### src/grid_ray_first_solid_cell_macros.svh
// ----------------------------------------------------------------------------
// grid_ray_first_solid_cell_macros
// Assertion macros shared by the grid ray probe RTL. Every macro expects
// clk_i and rst_ni in the enclosing scope.
// ----------------------------------------------------------------------------
`ifndef GRID_RAY_FIRST_SOLID_CELL_MACROS_SVH
`define GRID_RAY_FIRST_SOLID_CELL_MACROS_SVH

// Same-cycle implication, checked on every rising edge outside reset.
`define GRC_ASSERT_IMP(lbl, ante, cons, msg) \
  lbl: assert property (@(posedge clk_i) disable iff (!rst_ni) (ante) |-> (cons)) \
    else $error(msg);

// Next-cycle implication, checked on every rising edge outside reset.
`define GRC_ASSERT_NEXT(lbl, ante, cons, msg) \
  lbl: assert property (@(posedge clk_i) disable iff (!rst_ni) (ante) |=> (cons)) \
    else $error(msg);

`endif

### src/grc_pkg.sv
// ----------------------------------------------------------------------------
// grc_pkg
// Shared widths, defaults, codes and control structs of the grid ray probe.
// ----------------------------------------------------------------------------
package grc_pkg;

  // Fixed field widths
  localparam int COORD_W   = 18;
  localparam int CELL_W    = 8;
  localparam int DIM_W     = 9;
  localparam int CFG_IDX_W = 4;

  // Reset value of both bounds registers
  localparam logic [DIM_W-1:0] DIM_RESET = 9'd256;

  // Parameter defaults
  localparam int DEF_MAX_GRID_COLS = 256;
  localparam int DEF_MAX_GRID_ROWS = 256;
  localparam int DEF_MAX_STEPS     = 512;
  localparam int DEF_FRAC_BITS     = 8;

  // Item function codes
  localparam logic FUNC_WRITE = 1'b0;
  localparam logic FUNC_CAST  = 1'b1;

  // Configuration register indexes
  typedef enum logic [CFG_IDX_W-1:0] {
    REG_GRID_WIDTH  = 4'd0,
    REG_GRID_HEIGHT = 4'd1
  } grc_reg_e;

  // Controller to datapath commands
  typedef struct packed {
    logic clear_en;   // clear one map entry
    logic item_take;  // input transaction completes
    logic diff_en;    // form deltas, directions and start cell
    logic init_en;    // form error term and step count
    logic walk_en;    // issue one probe and advance
    logic res_load;   // capture the walk result
    logic out_load;   // move the result into the output register
  } grc_cmd_t;

  // Datapath to controller status
  typedef struct packed {
    logic clear_last;  // clearing pass at its last entry
    logic steps_zero;  // no steps left to issue
    logic probe_pend;  // a probe read is in flight
    logic probe_hit;   // the probe in flight found a solid cell
    logic out_free;    // output register can take a result
  } grc_sts_t;

endpackage

### src/grc_ctrl.sv
// ----------------------------------------------------------------------------
// grc_ctrl
// Sequencer of the grid ray probe: clearing pass, item intake, cast setup,
// walk and result handoff.
// ----------------------------------------------------------------------------
`include "grid_ray_first_solid_cell_macros.svh"

module grc_ctrl (
  input  logic               clk_i,
  input  logic               rst_ni,
  input  logic               item_valid_i,
  input  logic               item_func_i,
  output logic               item_ready_o,
  input  grc_pkg::grc_sts_t  sts_i,
  output grc_pkg::grc_cmd_t  cmd_o
);
  import grc_pkg::*;

  typedef enum logic [5:0] {
    ST_CLEAR = 6'b000001,
    ST_IDLE  = 6'b000010,
    ST_DIFF  = 6'b000100,
    ST_INIT  = 6'b001000,
    ST_WALK  = 6'b010000,
    ST_DONE  = 6'b100000
  } grc_state_e;

  grc_state_e state_q, state_d;
  grc_cmd_t   cmd;
  logic       walk_end;

  // The walk ends on a hit or once the last probe has come back empty
  assign walk_end = sts_i.probe_hit || (sts_i.steps_zero && !sts_i.probe_pend);

  // Next state and commands
  always_comb begin
    state_d      = state_q;
    cmd          = '0;
    item_ready_o = 1'b0;
    case (state_q)
      ST_CLEAR: begin
        cmd.clear_en = 1'b1;
        if (sts_i.clear_last) begin
          state_d = ST_IDLE;
        end
      end
      ST_IDLE: begin
        item_ready_o = 1'b1;
        if (item_valid_i) begin
          cmd.item_take = 1'b1;
          if (item_func_i == FUNC_CAST) begin
            state_d = ST_DIFF;
          end
        end
      end
      ST_DIFF: begin
        cmd.diff_en = 1'b1;
        state_d     = ST_INIT;
      end
      ST_INIT: begin
        cmd.init_en = 1'b1;
        state_d     = ST_WALK;
      end
      ST_WALK: begin
        cmd.walk_en = 1'b1;
        if (walk_end) begin
          cmd.res_load = 1'b1;
          state_d      = ST_DONE;
        end
      end
      ST_DONE: begin
        if (sts_i.out_free) begin
          cmd.out_load = 1'b1;
          state_d      = ST_IDLE;
        end
      end
      default: begin
        state_d = ST_CLEAR;
      end
    endcase
  end

  assign cmd_o = cmd;

  // State register
  always_ff @(posedge clk_i or negedge rst_ni) begin
    if (!rst_ni) begin
      state_q <= ST_CLEAR;
    end else begin
      state_q <= state_d;
    end
  end

  `GRC_ASSERT_IMP(a_out_load_free, cmd.out_load, sts_i.out_free, "result loaded into busy output")
  `GRC_ASSERT_NEXT(a_cast_to_diff, cmd.item_take && (item_func_i == FUNC_CAST), state_q == ST_DIFF, "cast transaction did not start setup")
  `GRC_ASSERT_IMP(a_no_take_in_clear, state_q == ST_CLEAR, !cmd.item_take, "item taken during clearing pass")

endmodule

### config.mk
export PLATFORM = sky130hd
export DESIGN_NAME = grc_ctrl
export DESIGN_NICKNAME = d
export VERILOG_FILES = /design/src/grc_pkg.sv /design/src/grc_ctrl.sv
export VERILOG_INCLUDE_DIRS = /design/src /design/src/src
export SDC_FILE = /design/constraint.sdc
export NUM_CORES = 1
export LEC_CHECK = 0
export BUFFER_PORTS_ARGS = -buffer_cell sky130_fd_sc_hd__buf_2
export CORE_AREA = 2 2 39 41
export DETAILED_ROUTE_END_ITERATION = 7
export DIE_AREA = 0 0 41 43
export GPL_TIMING_DRIVEN = 0
export RECOVER_POWER = 50
export SKIP_LAST_GASP = 1
export SLEW_MARGIN = 20
export SYNTH_ARGS = -nofsm -noshare
export SYNTH_HDL_FRONTEND = slang
export SYNTH_SLANG_ARGS = --single-unit
### constraint.sdc
create_clock -name clk_i -period 3.9 [get_ports clk_i]
set_clock_uncertainty 0.05 [all_clocks]
set_input_delay 0.39 -clock clk_i [delete_from_list [all_inputs] [get_ports clk_i]]
set_output_delay 0.39 -clock clk_i [all_outputs]
set_load 0.02 [all_outputs]
# Word level (Yosys, flattened, before mapping)
# Cells that the tools add are included.
# word_totals
ff_bits,6
in_bits,9
elab_cells,32
# op_classes
n_eq_ne,11
n_mux,16
reduce_logical,4
# op_table
operator,n
case mux 6 bit (6 select lines),1
2-to-1 mux 6 bit,5
inequality test 2 bit (second input constant),5
2-to-1 mux 1 bit,9
== test 6 x 1 -> 1 bit (second input constant),1
== test 6 x 2 -> 1 bit (second input constant),1
== test 6 x 3 -> 1 bit (second input constant),1
== test 6 x 4 -> 1 bit (second input constant),1
== test 6 x 5 -> 1 bit (second input constant),1
== test 6 bit (second input constant),1
AND reduction 5 bit,1
2-to-1 mux 2 bit,1
logical AND 1 bit,1
logical NOT 1 bit,1
logical OR 1 bit,1

# Logic depth before layout (Yosys ltp)
# logic_depth
depth_word,5
depth_mapped,3
ltp_nobuf,3

# Worst setup path before layout
# No wires, ideal clock.
# synth_path
path_type,register to output
from,reg state_q[5]
to,out cmd_o[4] in the netlist's numbering
t_arrival_ps,1523
required_time_ps,3460
path_slack_ps,1937
path_stages_with_launch,3
path_buffers,0
path_cell_list,dfrtp_1 > or4_4 > nor3b_1
# synth_lines
item,line,text
from (decl),grc_ctrl.sv:28,"grc_state_e state_q, state_d;"
from (signal assigned),grc_ctrl.sv:90,state_q <= state_d;
to (decl),grc_ctrl.sv:15,output grc_pkg::grc_cmd_t cmd_o

==> flow_summary.ini <==
[run_status]
outcome = completed

[finish]
drive_gt1_share_pct = 34.3
nets = 77
largest_register_ffs = 6
reg_top3 = state_q: 6 flops
final_common_cell = buf_2
antennaDiodeCount = 0
fillers = 146
layout_common_cells = buf_2 (15), nand2_1 (5), nor2_1 (5), dfrtp_1 (5)
largest_register = state_q
area_growth_pct = 32.5

[worst_setup_path]
startpoint = state_q[5]$_DFFE_PN0P_
rr_startpoint = state_q[5]$_DFFE_PN0P_
reg2regPathDepth = 3
start_kind = flip-flop
rr_endpoint = state_q[0]$_DFFE_PN1P_
reg2reg_setup_slack_ps = 2190
arrival_ps = 1930
cp-endpoint = cmd_o[3]
critPathMaxFanout = 8
worstPathRequired_ps = 3460
worstSetupPathType = reg -> out
worst_setup_path_end_kind = primary output

[synthesis]
synth_cells = 46
ys_types = 25
yosys_warnings = 0
synth_area_leaders = dfrtp_1 (31%), dfstp_2 (6.5%), nor3b_1 (5.6%), nand2_1 (4.6%), nor2_1 (4.6%)
ys_ff_latch = 6
avgSynthCellArea_um2 = 8.79
synth_top_area_share_pct = 31.0
synth_seq_area_share_pct = 37.5
yosysTopAreaCell = dfrtp_1
synth_fp_nets = 55
netlist_area_um2 = 404

[job]
drv_cap = 0

[timing]
setup_tns_ps = 0
worst_slack_ps = 1530
relSlewSlack_pct = 76.6
fmax_mhz = 422
worstMarginPinSlew_ps = 347
finalCritPeriodShare_pct = 60.8
setup-violations-final = 0
rsz0062_at_grt = false
fin_crit_ps = 2370
hold_viol = 0
slew_viol_final = 0

[route]
wl_per_cell_um = 10.7
drc = 0
num_vias = 400
vias_per_cell = 4.82
drtIter0Drc = 5
totalWireLength_um = 891
first_pass_iters = 4
ant_nets = 0

[cts]
clockBufferDepth = 2
post_cts_resized = 0
numCtsBuffers = 3
clock_latency_ps = 250
cts-htree-levels = 1
post_cts_buffers = 0
ctsRootBufferMaster = clkbuf_4
cts.sinks = 6
clk_pin_slew_ps = 50
cts_tree = done

[placement]
globalplace.congestion = 0.693
dp_slack_ps = 1830
dp_hpwl_um = 664
numPortBuffers = 16

[grt]
grt_max_degree = 10
grt_pass1_vias = 354
grt-ovfl-total = 0
grt_pass1_wl_um = 1390
track_usage_pct = 11.9
grt_antenna_before_repair = 0

[power_and_ir_drop]
power.total_mw = 0.260
irDropWorstVdd_v = 0.000216
p_leak_nw = 0.269
power.density_mw_per_mm2 = 486

[min_path]
hold_start = item_func_i
hp-class = in -> reg

[floorplan]
die_w_um = 41
die_area_mm2 = 0.00176
io_pins = 17
start_util_pct = 29.2
die_h_um = 43
coreArea_mm2 = 0.00138
fp-row-count = 14
==> critical path: stages, from the launching register on <==
cell     delay [ps]
dfrtp_1         440
or4_1           630
nor3b_1         310
buf_4           160
buf_2           150
==> Yosys cell counts <==
cell,n
a21oi_1,1
a22o_1,1
a31o_1,1
a31o_2,1
and2_1,1
and2b_2,2
and3_1,2
and3b_1,1
and4b_1,1
buf_4,1
dfrtp_1,5
dfstp_2,1
inv_1,2
maj3_2,1
nand2_1,5
nand3b_1,2
nor2_1,5
nor2b_1,1
nor3_1,1
nor3b_1,3
nor4_1,2
o21ai_0,3
o311ai_0,1
or3_1,1
or4_4,1
==> per-stage QoR <==
stage          util [%]  hold WS, ps  cell area (µm²)  instances
2_1_floorplan         -         44.4              404         46
3_3_place_gp       36.4          173              504         78
3_5_place_dp       36.4          174              504         78
4_1_cts            39.1          344              541         83
5_1_grt            38.7          369              536         83
6_report           38.7          350              536         83
==> how the worst min path moves through the flow <==
| stage | endpoint | slack (ps) | depth (start not counted) |
|---|---|---|---|
| 6_report | state_q[2]$_DFFE_PN0P_ | 350 | 2 |
| 5_1_grt | state_q[2]$_DFFE_PN0P_ | 370 | 2 |
| 4_1_cts | state_q[2]$_DFFE_PN0P_ | 340 | 2 |
| 3_5_place_dp | state_q[3]$_DFFE_PN0P_ | 170 | 1 |
| 3_3_place_gp | state_q[3]$_DFFE_PN0P_ | 170 | 1 |
| 2_1_floorplan | state_q[1]$_DFFE_PN0P_ | 40 | 0 |
==> report_power, final <==
group	internal, mW	switching, mW	total [mW]
Sequential	0.0760	0.0213	0.0974
Combinational	0.0474	0.0532	0.101
Clock	0.0388	0.0236	0.0624
Total	0.162	0.0981	0.260
==> per-layer routing <==
layer	track usage (%)	vias up	share of wire, %
li1	-	212	-
met1	13.6	176	44
met2	18.1	12	49
met3	7.85	0	6.5
met4	2.00	0	0
met5	0	-	0
==> logic make-up (layout without fill, tap and decap cells) <==
kind of cell,after synthesis,in the layout,synth area share [%]
buffers and inverters,3,24,3.72
DFF,6,6,37.5
AOI/OAI and AO/OA,8,8,13.6
adders and majority gates,1,1,2.79
and+or+nand+nor,28,28,42.4
==> final cells by class <==
cell class / count / area, µm² / area share [%]
flip-flops and latches: 6 / 151 / 28.3
plain buffers: 1 / 7.51 / 1.40
multi-input cells: 37 / 234 / 43.7
inverters: 2 / 7.51 / 1.40
clock buffers: 4 / 26.3 / 4.91
repair buffers: 17 / 88.8 / 16.6
well taps: 16 / 20.0 / 3.74
==> timing repair <==
action	CTS	global route
hold buffers	1	0
hold endpoints to repair	5	0
setup endpoints to repair	0	0
Power figures use the tool's default switching activity.
